[src/rtl/sced_pkg.sv]
// Shared types and constants for the spectrum channel energy detector.
// No dependencies; every other file in rtl imports this package.
package sced_pkg;

   // fixed field widths
   localparam int POWER_W     = 16;
   localparam int FRAME_W     = 12;
   localparam int CHAN_W      = 5;
   localparam int CHAN_IDX_W  = 4;
   localparam int CSR_INDEX_W = 2;
   localparam int CSR_DATA_W  = 16;

   // reset values
   localparam logic signed [POWER_W-1:0] POWER_FLOOR          = -16'sd25600;
   localparam logic signed [CHAN_W-1:0]  NO_CHANNEL           = -5'sd1;
   localparam logic [FRAME_W-1:0]        FRAME_LENGTH_RESET   = 12'd511;
   localparam logic signed [POWER_W-1:0] MAIN_THRESHOLD_RESET = -16'sd17920;
   localparam logic signed [POWER_W-1:0] EDGE_THRESHOLD_RESET = -16'sd15360;

   // control register indexes
   typedef enum logic [CSR_INDEX_W-1:0] {
      CSR_FRAME_LENGTH   = 2'd0,
      CSR_MAIN_THRESHOLD = 2'd1,
      CSR_EDGE_THRESHOLD = 2'd2
   } sced_csr_type;

   // events raised by one bin
   typedef struct packed {
      logic main_close;
      logic edge_close;
      logic frame_end;
   } sced_flags_type;

   // averaged window results handed to the decision stage
   typedef struct packed {
      sced_flags_type              flags;
      logic [CHAN_W-1:0]           main_ch;
      logic signed [POWER_W-1:0]   main_avg;
      logic signed [POWER_W-1:0]   edge_avg;
   } sced_avg_type;

endpackage

[src/rtl/sced_window_accum.sv]
// Bin counter, window position tracking and window accumulators.
// Depends on sced_pkg; emits one event per bin that closes a window or ends a frame.
module sced_window_accum #(
   parameter int WINDOW_WIDTH  = 41,
   parameter int START_OFFSET  = 10,
   parameter int FIRST_CHANNEL = 5,
   parameter int NUM_CHANNELS  = 15,
   parameter int EDGE_OFFSET   = 10,
   parameter int MAX_BINS      = 4096,
   parameter int SUM_W         = 22
) (
   input  logic                                     clock,
   input  logic                                     reset,
   input  logic                                     req_valid,
   output logic                                     req_ready,
   input  logic signed [sced_pkg::POWER_W-1:0]      req_bin_power,
   input  logic                                     req_last_bin,
   input  logic [sced_pkg::FRAME_W-1:0]             frame_length,
   output logic                                     evt_valid,
   input  logic                                     evt_ready,
   output sced_pkg::sced_flags_type                 evt_flags,
   output logic [sced_pkg::CHAN_W-1:0]              evt_main_ch,
   output logic signed [SUM_W-1:0]                  evt_main_sum,
   output logic signed [SUM_W-1:0]                  evt_edge_sum
);
   import sced_pkg::*;

   localparam int CNT_W   = $clog2(MAX_BINS);
   localparam int POS_W   = (WINDOW_WIDTH > 1) ? $clog2(WINDOW_WIDTH) : 1;
   localparam int MAIN_LO = WINDOW_WIDTH + START_OFFSET;
   localparam int MAIN_HI = MAIN_LO + (NUM_CHANNELS - 1 - FIRST_CHANNEL) * WINDOW_WIDTH;
   localparam int CMP_W   = $clog2(MAX_BINS + 4096 + (NUM_CHANNELS + 2) * WINDOW_WIDTH
                                   + START_OFFSET + EDGE_OFFSET) + 2;
   localparam logic signed [CMP_W-1:0] MAIN_LO_S = CMP_W'(MAIN_LO);
   localparam logic signed [CMP_W-1:0] MAIN_HI_S = CMP_W'(MAIN_HI);
   localparam logic signed [CMP_W-1:0] EDGE_SPAN = CMP_W'(2 * WINDOW_WIDTH + EDGE_OFFSET);
   localparam logic signed [CMP_W-1:0] WIN_LAST  = CMP_W'(WINDOW_WIDTH - 1);
   localparam logic [CNT_W-1:0]        CNT_LAST  = CNT_W'(MAX_BINS - 1);
   localparam logic [POS_W-1:0]        POS_LAST  = POS_W'(WINDOW_WIDTH - 1);

   logic [CNT_W-1:0]        bin_count_ff, bin_count_in;
   logic [POS_W-1:0]        pos_ff, pos_in;
   logic [CHAN_W-1:0]       chan_ff, chan_in;
   logic signed [SUM_W-1:0] main_sum_ff, main_sum_in;
   logic signed [SUM_W-1:0] edge_sum_ff, edge_sum_in;
   logic                    evt_valid_ff;
   sced_flags_type          evt_flags_ff, evt_flags_in;
   logic [CHAN_W-1:0]       evt_main_ch_ff;
   logic signed [SUM_W-1:0] evt_main_sum_ff, evt_edge_sum_ff;

   logic signed [CMP_W-1:0] idx, edge_lo, edge_end;
   logic                    in_main, in_edge, main_start;
   logic [POS_W-1:0]        cur_pos;
   logic [CHAN_W-1:0]       cur_ch;
   logic signed [SUM_W-1:0] p_ext;
   logic                    accept, evt_adv;

   // handshake with the event register
   assign evt_adv   = !evt_valid_ff || evt_ready;
   assign req_ready = evt_adv;
   assign accept    = req_valid && evt_adv;

   // window placement and accumulation for the current bin
   always_comb begin
      idx        = $signed(CMP_W'(bin_count_ff));
      edge_lo    = $signed(CMP_W'(frame_length)) - EDGE_SPAN;
      edge_end   = edge_lo + WIN_LAST;
      in_main    = (idx >= MAIN_LO_S) && (idx < MAIN_HI_S);
      in_edge    = !edge_lo[CMP_W-1] && (idx >= edge_lo) && (idx <= edge_end);
      main_start = (idx == MAIN_LO_S);
      cur_pos    = main_start ? '0 : pos_ff;
      cur_ch     = main_start ? CHAN_W'(FIRST_CHANNEL) : chan_ff;
      p_ext      = SUM_W'(req_bin_power);

      evt_flags_in.main_close = in_main && (cur_pos == POS_LAST);
      evt_flags_in.edge_close = in_edge && (idx == edge_end);
      evt_flags_in.frame_end  = req_last_bin;

      main_sum_in  = (cur_pos == '0) ? p_ext : main_sum_ff + p_ext;
      edge_sum_in  = (idx == edge_lo) ? p_ext : edge_sum_ff + p_ext;
      pos_in       = evt_flags_in.main_close ? '0 : cur_pos + 1'b1;
      chan_in      = evt_flags_in.main_close ? cur_ch + 1'b1 : cur_ch;
      bin_count_in = (bin_count_ff == CNT_LAST) ? '0 : bin_count_ff + 1'b1;
   end

   // frame state
   always_ff @(posedge clock) begin
      if (reset) begin
         bin_count_ff <= '0;
         pos_ff       <= '0;
         chan_ff      <= CHAN_W'(FIRST_CHANNEL);
         main_sum_ff  <= '0;
         edge_sum_ff  <= '0;
      end else if (accept) begin
         if (req_last_bin) begin
            bin_count_ff <= '0;
            pos_ff       <= '0;
            chan_ff      <= CHAN_W'(FIRST_CHANNEL);
            main_sum_ff  <= '0;
            edge_sum_ff  <= '0;
         end else begin
            bin_count_ff <= bin_count_in;
            if (in_main) begin
               pos_ff      <= pos_in;
               chan_ff     <= chan_in;
               main_sum_ff <= main_sum_in;
            end
            if (in_edge) begin
               edge_sum_ff <= edge_sum_in;
            end
         end
      end
   end

   // event register valid
   always_ff @(posedge clock) begin
      if (reset) begin
         evt_valid_ff <= 1'b0;
      end else if (evt_adv) begin
         evt_valid_ff <= accept && (evt_flags_in.main_close || evt_flags_in.edge_close
                                    || evt_flags_in.frame_end);
      end
   end

   // event register payload
   always_ff @(posedge clock) begin
      if (accept) begin
         evt_flags_ff    <= evt_flags_in;
         evt_main_ch_ff  <= cur_ch;
         evt_main_sum_ff <= main_sum_in;
         evt_edge_sum_ff <= edge_sum_in;
      end
   end

   assign evt_valid    = evt_valid_ff;
   assign evt_flags    = evt_flags_ff;
   assign evt_main_ch  = evt_main_ch_ff;
   assign evt_main_sum = evt_main_sum_ff;
   assign evt_edge_sum = evt_edge_sum_ff;

   // the end of a frame always restarts the bin counter
   assert property (@(posedge clock) disable iff (reset)
      accept && req_last_bin |=> bin_count_ff == '0)
      else $error("bin counter not cleared after last bin");

   // position inside a main window never reaches the window width
   assert property (@(posedge clock) disable iff (reset)
      pos_ff <= POS_LAST)
      else $error("window position out of range");

endmodule

[src/rtl/sced_window_avg.sv]
// Window average stage: divides both window sums by the window width.
// Depends on sced_pkg; the division is a reciprocal multiply with truncation toward zero.
module sced_window_avg #(
   parameter int WINDOW_WIDTH = 41,
   parameter int SUM_W        = 22
) (
   input  logic                          clock,
   input  logic                          reset,
   input  logic                          evt_valid,
   output logic                          evt_ready,
   input  sced_pkg::sced_flags_type      evt_flags,
   input  logic [sced_pkg::CHAN_W-1:0]   evt_main_ch,
   input  logic signed [SUM_W-1:0]       evt_main_sum,
   input  logic signed [SUM_W-1:0]       evt_edge_sum,
   output logic                          avg_valid,
   input  logic                          avg_ready,
   output sced_pkg::sced_avg_type        avg_data
);
   import sced_pkg::*;

   // exact for every magnitude below 2**SUM_W
   localparam int PROD_W = 2 * SUM_W + 1;
   localparam int SHIFT  = SUM_W + $clog2(WINDOW_WIDTH);
   localparam logic [SUM_W:0] RECIP =
      (SUM_W+1)'(((64'd1 << SHIFT) + 64'(WINDOW_WIDTH) - 64'd1) / 64'(WINDOW_WIDTH));

   logic         avg_valid_ff;
   sced_avg_type avg_ff, avg_in;
   logic         adv;

   function automatic logic signed [POWER_W-1:0] window_average(
      input logic signed [SUM_W-1:0] sum);
      logic [SUM_W-1:0]  mag;
      logic [PROD_W-1:0] prod;
      logic [SUM_W-1:0]  quo;
      logic [SUM_W-1:0]  res;
      mag  = sum[SUM_W-1] ? SUM_W'(-sum) : SUM_W'(sum);
      prod = PROD_W'(mag) * PROD_W'(RECIP);
      quo  = SUM_W'(prod >> SHIFT);
      res  = sum[SUM_W-1] ? -quo : quo;
      return res[POWER_W-1:0];
   endfunction

   assign adv       = !avg_valid_ff || avg_ready;
   assign evt_ready = adv;

   // averages of both windows
   always_comb begin
      avg_in.flags    = evt_flags;
      avg_in.main_ch  = evt_main_ch;
      avg_in.main_avg = window_average(evt_main_sum);
      avg_in.edge_avg = window_average(evt_edge_sum);
   end

   always_ff @(posedge clock) begin
      if (reset) begin
         avg_valid_ff <= 1'b0;
      end else if (adv) begin
         avg_valid_ff <= evt_valid;
      end
   end

   always_ff @(posedge clock) begin
      if (adv && evt_valid) begin
         avg_ff <= avg_in;
      end
   end

   assign avg_valid = avg_valid_ff;
   assign avg_data  = avg_ff;

endmodule

[src/rtl/sced_channel_eval.sv]
// Threshold compare, best channel tracking and the result register.
// Depends on sced_pkg; consumes averaged window events in order.
module sced_channel_eval #(
   parameter int NUM_CHANNELS  = 15
) (
   input  logic                                  clock,
   input  logic                                  reset,
   input  logic                                  avg_valid,
   output logic                                  avg_ready,
   input  sced_pkg::sced_avg_type                avg_data,
   input  logic signed [sced_pkg::POWER_W-1:0]   main_threshold,
   input  logic signed [sced_pkg::POWER_W-1:0]   edge_threshold,
   output logic                                  rsp_valid,
   input  logic                                  rsp_ready,
   output logic [sced_pkg::CHAN_IDX_W-1:0]       rsp_channel_index,
   output logic signed [sced_pkg::POWER_W-1:0]   rsp_channel_power,
   output logic                                  rsp_above_threshold,
   output logic signed [sced_pkg::CHAN_W-1:0]    rsp_strongest_channel,
   output logic                                  rsp_decision_final
);
   import sced_pkg::*;

   localparam logic [CHAN_W-1:0] EDGE_CH = CHAN_W'(NUM_CHANNELS - 1);

   logic signed [POWER_W-1:0] best_power_ff, best_power_in;
   logic signed [CHAN_W-1:0]  best_ch_ff, best_ch_in;
   logic                      rsp_valid_ff;
   logic [CHAN_IDX_W-1:0]     rsp_index_ff, rsp_index_in;
   logic signed [POWER_W-1:0] rsp_power_ff, rsp_power_in;
   logic                      rsp_above_ff, rsp_above_in;
   logic signed [CHAN_W-1:0]  rsp_det_ff;
   logic                      rsp_final_ff;

   logic                      m_above, m_upd, e_above, e_upd;
   logic signed [POWER_W-1:0] mid_power;
   logic signed [CHAN_W-1:0]  mid_ch;
   logic                      has_out, out_free, take;

   // main channel first, then the edge channel against the updated best
   always_comb begin
      m_above   = avg_data.main_avg > main_threshold;
      m_upd     = avg_data.flags.main_close && m_above && (avg_data.main_avg > best_power_ff);
      mid_power = m_upd ? avg_data.main_avg : best_power_ff;
      mid_ch    = m_upd ? $signed(avg_data.main_ch) : best_ch_ff;

      e_above   = avg_data.edge_avg > edge_threshold;
      e_upd     = avg_data.flags.edge_close && e_above && (avg_data.edge_avg > mid_power);
      best_power_in = e_upd ? avg_data.edge_avg : mid_power;
      best_ch_in    = e_upd ? $signed(EDGE_CH) : mid_ch;

      // edge result wins when both windows close on the same bin
      if (avg_data.flags.edge_close) begin
         rsp_index_in = EDGE_CH[CHAN_IDX_W-1:0];
         rsp_power_in = avg_data.edge_avg;
         rsp_above_in = e_above;
      end else begin
         rsp_index_in = avg_data.main_ch[CHAN_IDX_W-1:0];
         rsp_power_in = avg_data.main_avg;
         rsp_above_in = m_above;
      end
   end

   // events without a result drain even while the result register is full
   assign has_out   = avg_data.flags.main_close || avg_data.flags.edge_close;
   assign out_free  = !rsp_valid_ff || rsp_ready;
   assign take      = avg_valid && (out_free || !has_out);
   assign avg_ready = out_free || !has_out;

   // best channel state and result valid
   always_ff @(posedge clock) begin
      if (reset) begin
         best_power_ff <= POWER_FLOOR;
         best_ch_ff    <= NO_CHANNEL;
         rsp_valid_ff  <= 1'b0;
      end else begin
         if (take) begin
            if (avg_data.flags.frame_end) begin
               best_power_ff <= POWER_FLOOR;
               best_ch_ff    <= NO_CHANNEL;
            end else begin
               best_power_ff <= best_power_in;
               best_ch_ff    <= best_ch_in;
            end
         end
         if (take && has_out) begin
            rsp_valid_ff <= 1'b1;
         end else if (rsp_ready) begin
            rsp_valid_ff <= 1'b0;
         end
      end
   end

   // result payload
   always_ff @(posedge clock) begin
      if (take && has_out) begin
         rsp_index_ff <= rsp_index_in;
         rsp_power_ff <= rsp_power_in;
         rsp_above_ff <= rsp_above_in;
         rsp_det_ff   <= best_ch_in;
         rsp_final_ff <= avg_data.flags.edge_close;
      end
   end

   assign rsp_valid             = rsp_valid_ff;
   assign rsp_channel_index     = rsp_index_ff;
   assign rsp_channel_power     = rsp_power_ff;
   assign rsp_above_threshold   = rsp_above_ff;
   assign rsp_strongest_channel = rsp_det_ff;
   assign rsp_decision_final    = rsp_final_ff;

   // a recorded detection always lies above the power floor
   assert property (@(posedge clock) disable iff (reset)
      best_ch_ff != NO_CHANNEL |-> best_power_ff > POWER_FLOOR)
      else $error("detected channel without power above floor");

   // an event that carries a result waits while the result register is held
   assert property (@(posedge clock) disable iff (reset)
      avg_valid && has_out && !out_free |=> avg_valid)
      else $error("window result dropped under back pressure");

endmodule

[src/rtl/spectrum_channel_energy_detector_unit.sv]
// Top level of the spectrum channel energy detector: control registers and pipeline.
// Depends on sced_pkg, sced_window_accum, sced_window_avg and sced_channel_eval.
//
// Usage:
//   req_* carries one log-power bin per request (signed Q7.8 dB) with a last-bin
//   flag. rsp_* gives one result per bin closing a channel averaging window
//   (the edge one if both close): channel number, window average, threshold flag,
//   best channel so far and a final-decision flag on the edge channel result.
//   csr_* writes frame_length, main_threshold and edge_threshold with no wait;
//   write only while no request is in flight.
// Timing:
//   one request per clock while req_ready is high; a result passes through the
//   event register, average register and result register. The path per stage
//   is one accumulate-and-compare, one reciprocal multiply, or one compare
//   chain on the best channel.
// Reset clears the bin counter, the window sums and the best channel, and loads
// the control registers with their defaults. When the receiver stalls, the
// result register holds; bins that raise no event keep flowing until an event
// waits behind a window result that is stuck behind the held one.
module spectrum_channel_energy_detector_unit #(
   parameter int WINDOW_WIDTH  = 41,
   parameter int START_OFFSET  = 10,
   parameter int FIRST_CHANNEL = 5,
   parameter int NUM_CHANNELS  = 15,
   parameter int EDGE_OFFSET   = 10,
   parameter int MAX_BINS      = 4096
) (
   input  logic                                  clock,
   input  logic                                  reset,
   input  logic                                  req_valid,
   output logic                                  req_ready,
   input  logic signed [sced_pkg::POWER_W-1:0]   req_bin_power,
   input  logic                                  req_last_bin,
   output logic                                  rsp_valid,
   input  logic                                  rsp_ready,
   output logic [sced_pkg::CHAN_IDX_W-1:0]       rsp_channel_index,
   output logic signed [sced_pkg::POWER_W-1:0]   rsp_channel_power,
   output logic                                  rsp_above_threshold,
   output logic signed [sced_pkg::CHAN_W-1:0]    rsp_strongest_channel,
   output logic                                  rsp_decision_final,
   input  logic                                  csr_write_enable,
   input  logic [sced_pkg::CSR_INDEX_W-1:0]      csr_index,
   input  logic [sced_pkg::CSR_DATA_W-1:0]       csr_write_data
);
   import sced_pkg::*;

   localparam int SUM_W = POWER_W + $clog2(WINDOW_WIDTH);

   logic [FRAME_W-1:0]        frame_length_ff;
   logic signed [POWER_W-1:0] main_threshold_ff;
   logic signed [POWER_W-1:0] edge_threshold_ff;

   logic                      evt_valid, evt_ready;
   sced_flags_type            evt_flags;
   logic [CHAN_W-1:0]         evt_main_ch;
   logic signed [SUM_W-1:0]   evt_main_sum, evt_edge_sum;
   logic                      avg_valid, avg_ready;
   sced_avg_type              avg_data;

   // control registers
   always_ff @(posedge clock) begin
      if (reset) begin
         frame_length_ff   <= FRAME_LENGTH_RESET;
         main_threshold_ff <= MAIN_THRESHOLD_RESET;
         edge_threshold_ff <= EDGE_THRESHOLD_RESET;
      end else if (csr_write_enable) begin
         case (csr_index)
            CSR_FRAME_LENGTH: begin
               frame_length_ff <= csr_write_data[FRAME_W-1:0];
            end
            CSR_MAIN_THRESHOLD: begin
               main_threshold_ff <= $signed(csr_write_data[POWER_W-1:0]);
            end
            CSR_EDGE_THRESHOLD: begin
               edge_threshold_ff <= $signed(csr_write_data[POWER_W-1:0]);
            end
            default: begin
               frame_length_ff <= frame_length_ff;
            end
         endcase
      end
   end

   // bin counting and window sums
   sced_window_accum #(
      .WINDOW_WIDTH  (WINDOW_WIDTH),
      .START_OFFSET  (START_OFFSET),
      .FIRST_CHANNEL (FIRST_CHANNEL),
      .NUM_CHANNELS  (NUM_CHANNELS),
      .EDGE_OFFSET   (EDGE_OFFSET),
      .MAX_BINS      (MAX_BINS),
      .SUM_W         (SUM_W)
   ) u_accum (
      .clock         (clock),
      .reset         (reset),
      .req_valid     (req_valid),
      .req_ready     (req_ready),
      .req_bin_power (req_bin_power),
      .req_last_bin  (req_last_bin),
      .frame_length  (frame_length_ff),
      .evt_valid     (evt_valid),
      .evt_ready     (evt_ready),
      .evt_flags     (evt_flags),
      .evt_main_ch   (evt_main_ch),
      .evt_main_sum  (evt_main_sum),
      .evt_edge_sum  (evt_edge_sum)
   );

   // window averages
   sced_window_avg #(
      .WINDOW_WIDTH (WINDOW_WIDTH),
      .SUM_W        (SUM_W)
   ) u_avg (
      .clock        (clock),
      .reset        (reset),
      .evt_valid    (evt_valid),
      .evt_ready    (evt_ready),
      .evt_flags    (evt_flags),
      .evt_main_ch  (evt_main_ch),
      .evt_main_sum (evt_main_sum),
      .evt_edge_sum (evt_edge_sum),
      .avg_valid    (avg_valid),
      .avg_ready    (avg_ready),
      .avg_data     (avg_data)
   );

   // thresholds, best channel and result register
   sced_channel_eval #(
      .NUM_CHANNELS  (NUM_CHANNELS)
   ) u_eval (
      .clock                 (clock),
      .reset                 (reset),
      .avg_valid             (avg_valid),
      .avg_ready             (avg_ready),
      .avg_data              (avg_data),
      .main_threshold        (main_threshold_ff),
      .edge_threshold        (edge_threshold_ff),
      .rsp_valid             (rsp_valid),
      .rsp_ready             (rsp_ready),
      .rsp_channel_index     (rsp_channel_index),
      .rsp_channel_power     (rsp_channel_power),
      .rsp_above_threshold   (rsp_above_threshold),
      .rsp_strongest_channel (rsp_strongest_channel),
      .rsp_decision_final    (rsp_decision_final)
   );

endmodule

[config.mk]
export PLATFORM = sky130hd
export DESIGN_NAME = spectrum_channel_energy_detector_unit
export DESIGN_NICKNAME = d
export VERILOG_FILES = /design/src/rtl/sced_pkg.sv /design/src/rtl/sced_window_accum.sv /design/src/rtl/sced_window_avg.sv /design/src/rtl/sced_channel_eval.sv /design/src/rtl/spectrum_channel_energy_detector_unit.sv
export SDC_FILE = /design/constraint.sdc
export NUM_CORES = 2
export LEC_CHECK = 0
export BUFFER_PORTS_ARGS = -buffer_cell sky130_fd_sc_hd__buf_2
export CELL_PAD_IN_SITES_DETAIL_PLACEMENT = 0
export CELL_PAD_IN_SITES_GLOBAL_PLACEMENT = 1
export CORE_MARGIN = 2
export CORE_UTILIZATION = 45
export CTS_CLUSTER_DIAMETER = 100
export DETAILED_ROUTE_END_ITERATION = 16
export PLACE_DENSITY = 0.83
export RECOVER_POWER = 50
export SETUP_SLACK_MARGIN = 0.15
export SYNTH_ARGS = -nofsm -noshare
export SYNTH_HDL_FRONTEND = slang
export SYNTH_HIERARCHICAL = 1
export SYNTH_SLANG_ARGS = --single-unit
[constraint.sdc]
create_clock -name clock -period 20.2 [get_ports clock]
set_input_delay 1.01 -clock clock [delete_from_list [all_inputs] [get_ports clock]]
set_output_delay 1.01 -clock clock [all_outputs]
set_load 0.01 [all_outputs]
# --- Word-level counts from Yosys, hierarchy flattened ---
# Index checks and enable logic that the tools add are counted.
# Widths: inputs -> output; s select.
totals:
  wordCells: 124
  reg_bits: 254
  input_bits: 40
classes:
  reduce_logical: 36
  mul: 2
  muxes: 30
  order_cmp: 8
  eq_ne: 7
  n_addsub: 11
ops:
  columns: ["cell", "count"]
  rows:
  - ["$mux 22", 8]
  - ["$mux 16", 6]
  - ["$mul 22x23->44 const B", 2]
  - ["$gt 16x16->1", 4]
  - ["$add 22x16->22", 2]
  - ["$neg 22->22", 2]
  - ["$mux 5", 7]
  - ["$eq 13x16->1", 2]
  - ["$neg 16->16", 2]
  - ["$mux 12", 2]
  - ["$mux 6", 4]
  - ["$add 16x7->16 const B", 1]
  - ["$ge 13x16->1", 1]
  - ["$le 13x16->1", 1]
  - ["$logic_and 1x1->1", 14]
  - ["$sub 12x7->13 const B", 1]
  - ["$add 12x1->12 const B", 1]
  - ["$eq 12x12->1 const B", 1]
  - ["$eq 12x7->1 const B", 1]
  - ["$ge 12x6->1 const B", 1]
  - ["$lt 12x9->1 const B", 1]
  - ["$reduce_and 2->1", 5]
  - ["$logic_or 1x1->1", 7]
  - ["$add 6x1->6 const B", 1]
  - ["other kinds (9)", 17]

# --- Longest topological paths before layout ---
logic_depth:
  ltp_word: 8
  mapped_depth: 33
  mapped_depth_nobuf: 33

# --- Hierarchy ---
# Netlist, hierarchy kept.
by_module_without_submodules:
  columns: ["mod", "cells_each", "area_each_um2", "n_inst"]
  rows:
  - ["sced_window_avg", 2011, 19550.0, 1]
  - ["sced_window_accum", 806, 7434.6, 1]
  - ["sced_channel_eval", 397, 3860.0, 1]
  - ["spectrum_channel_energy_detector_unit", 182, 1831.8, 1]

# --- Least setup slack after synthesis ---
# OpenSTA, ideal clock, no wires.
synth_path:
  path_kind: "register -> register"
  startpoint: "register u_accum.evt_edge_sum_ff[0], in the netlist u_accum/evt_edge_sum[0]"
  endpoint: "register u_avg.avg_ff (netlist bit u_avg/avg_data[15]) (data pin)"
  path_stages_with_launch: 30
  arrival_time_ns: 8.562
  required_ns: 19.938
  path_buffers: 0
  path_slack_ns: 11.376
  cell_sequence: "edfxtp_1 inv_1 nand2_1 or4_1 nor2_1 nand2_1 or4_1 or4b_2 fa_1 inv_1 fa_1 inv_1 fa_1 fa_1 fa_1 inv_1 fa_1 ha_1 ha_1 a2111oi_2 o221ai_2 a211oi_1 nand4_1 a21oi_1 xnor2_1 a211o_1 nor3b_2 nand3_1 o31ai_2 xnor2_1"
synth_rtl:
  columns: ["element", "line_no", "text"]
  rows:
  - ["start: declaration", "sced_window_accum.sv:49", "logic signed [SUM_W-1:0] evt_main_sum_ff, evt_edge_sum_ff;"]
  - ["start signal: assignment", "sced_window_accum.sv:131", "evt_edge_sum_ff <= edge_sum_in;"]
  - ["end signal: assignment", "sced_window_avg.sv:65", "avg_ff <= avg_in;"]
  - ["end: declaration", "sced_window_avg.sv:28", "sced_avg_type avg_ff, avg_in;"]

==> impl_metrics.yaml <==
setup_path:
  worst_path_largest_cell_delay_ps: 640
  criticalPathCategory: "reg2reg"
  critical_path_buf_inv_count: 7
  worstPathArrival_ps: 10050
  crit_family: "adder cells"
  slowest_stage: "fa_1"
  start_kind: "register"
  end_kind: "register"
  cp.required_ps: 20520
  cp_max_fo: 7
  crit_top_cell: "inv_1"
placement:
  gp_congestion: 0.958
  place_ws_ps: 10480
  numPortBuffers: 68
  place_hpwl_mm: 68.9
  placed_area_um2: 34000
clock_network:
  clock_sinks: 254
  cts_setup_buffers: 0
  h-tree-depth: 1
  clock_latency_ps: 600
  cts_made_buffers: 30
  cts_hold_buffers: 0
  clk_pin_slew_ps: 60
  post_cts_resized: 0
  cts_max_path_buffers: 3
  cts_tree: "done"
  clock-root-buffer: "clkbuf_16"
job:
  cap_violations: 3
timing:
  worst_pin_slew_ps: 3480
  fin_crit_ps: 9720
  relSlewSlack: -1.32
  tns_ps: 0
  fin_ws_ps: 10480
  slew_viol_final: 178
  max_freq_mhz: 103
  setup_viol_count_final: 0
  worst_clock_skew_ps: 10.0
  min_period_over_period: 0.481
  rsz0062_at_grt: "false"
  hold_viol_final: 0
finish:
  diodes: 0
  finalNetCount: 4380
  syn_to_final_growth_pct: 7.15
  drive_above_1_share: 0.0493
  design_area_um2: 35000
floorplanning:
  start_util: 0.456
  core-area_um2: 71700
  die_w_um: 273
  rows: 98
  io_pins: 69
  die_area_um2: 74800
  die_h_um: 273
detailed_routing:
  drc: 0
  drtAntennaViolNets: 0
  drt-total-wl_mm: 81.9
  drt_iter0_markers: 1269
  vias: 23800
  via_per_inst: 5.39
  drt-wirelength-per-cell_um: 18.5
  first_pass_iters: 5
global_route:
  gr-total-overflow: 0
  grt_pass1_wl_mm: 131
  grt_max_degree: 77
  grt_use_total: 0.221
  antenna_found_initial: 0
  grt_pass1_vias: 24100
synth:
  synth_area_um2: 32700
  synth_fp_nets: 4333
  synthTopCellsByArea: "ha_1, fa_1, edfxtp_1"
  syn_inst: 3396
  ys_ff_latch: 254
  synth_seq_area_share: 0.192
  avgSynthCellArea_um2: 9.62
  synthFlopType: "dfxtp_1"
  ys_warn_count: 6
  yosys.area.top_type: "ha_1"
  synth_edf_count: 119
  synth_top_cell_area_share: 0.214
  async_flop_share: 0
  synth_cell_types: 101
outcome:
  violations: "capacitance limit, slew limit"
  outcome: "finished with violations"
worst_hold_path:
  hold_path_class: "reg2reg"
[kinds of logic (layout without fill, tap and decap cells)]
family	after synthesis	in the layout	synth area share
buf+inv	666	737	0.0788
xor+xnor	160	160	0.0431
compound gates	597	597	0.122
mux	86	86	0.0275
simple gates	736	736	0.115
flops	254	254	0.192
fa+ha+maj	897	897	0.421
[layout make-up]
type                       count  area, um2
inverter                     596       2240
sequential                   254       6280
clock inverter                22        289
tap                          950       1190
timing repair buffer          85        412
multi-input combinational   2476      23800
fill                        6757      36700
clock buffer                  34        766
[layer usage]
layer	global-route usage	routed length, um	vias up
li1	-	-	11700
met1	0.307	38300	11500
met4	0.0525	2240	0
met5	0	0	-
met2	0.363	37100	546
met3	0.0332	4260	110
[cells in the final DEF, fill, tap and decap left out, types with 29 or more instances in the layout]
cell / count
o21ai_0: 105
clkbuf_16: 30
a21oi_1: 175
edfxtp_1: 119
nand3_1: 51
dfxtp_1: 135
nor3_1: 44
ha_1: 559
a22o_1: 29
nand4_1: 44
xnor2_1: 95
a21o_1: 58
fa_1: 338
xor2_1: 64
nand2b_1: 65
nor2_1: 167
mux2i_1: 66
inv_1: 596
nand2_1: 192
buf_2: 38
clkbuf_1: 39
[metrics by stage]
stage               cells  hold slack [ps]  utilization
floorplan            3396              400            -
global placement     4361              405        0.474
detailed placement   4361              415        0.474
CTS                  4417              431        0.489
global route         4417              437        0.488
finish               4417              427        0.488
[cell usage after synthesis (13+ instances only)]
master and count:
a21oi_1 175, or3_1 18, and3_1 18, xor2_1 64, fa_1 338, a221o_1 13, nor2_1 168, or4_1 13
a22oi_1 19, nor3_1 44, edfxtp_1 119, nor2b_1 13, and2_1 28, clkbuf_1 39, o21ai_0 106, a21o_1 58
inv_1 596, o31ai_1 17, xnor2_1 95, mux2i_1 66, a22o_1 29, buf_2 20, o21ai_1 18, or2_2 14
a211oi_1 14, nand2b_1 65, nor4_1 20, o211ai_1 23, ha_1 559, dfxtp_1 135, nand3_1 51, mux2_2 16
nand2_1 192, nand4_1 44
[state kept, by name, summed over array words and instances, names as in the netlist]
register / flops
u_accum/evt_flags: 3
frame_length_ff: 12
u_accum/evt_edge_sum: 22
u_avg/avg_data: 40
u_accum/chan_ff: 5
u_accum/pos_ff: 6
u_eval/rsp_channel_index: 4
u_eval/rsp_decision_final: 1
u_accum/main_sum_ff: 22
u_accum/bin_count_ff: 12
u_eval/rsp_channel_power: 16
u_eval/best_power_ff: 16
u_accum/evt_main_ch: 5
u_eval/rsp_valid: 1
u_eval/rsp_strongest_channel: 5
u_eval/best_ch_ff: 5
u_accum/evt_main_sum: 22
edge_threshold_ff: 16
u_eval/rsp_above_threshold: 1
u_avg/avg_valid: 1
main_threshold_ff: 16
u_accum/evt_valid: 1
u_accum/edge_sum_ff: 22
[path summary, 6_finish.rpt]
kind                                        to                              start  slack (ps)  depth (start not counted)
setup / recovery   u_avg/avg_data[9]$_DFFE_PP_  u_accum/evt_edge_sum[0]$_DFFE_PP_       10480                         32
hold / removal    u_avg/avg_data[36]$_DFFE_PP_   u_accum/evt_main_ch[4]$_DFFE_PP_         430                          0
setup reg to reg   u_avg/avg_data[9]$_DFFE_PP_  u_accum/evt_edge_sum[0]$_DFFE_PP_       10480                         32
hold reg to reg   u_avg/avg_data[36]$_DFFE_PP_   u_accum/evt_main_ch[4]$_DFFE_PP_         430                          0
Power is not shown: default switching activity piles up to over one toggle a cycle in this logic, so the estimate is an artifact.
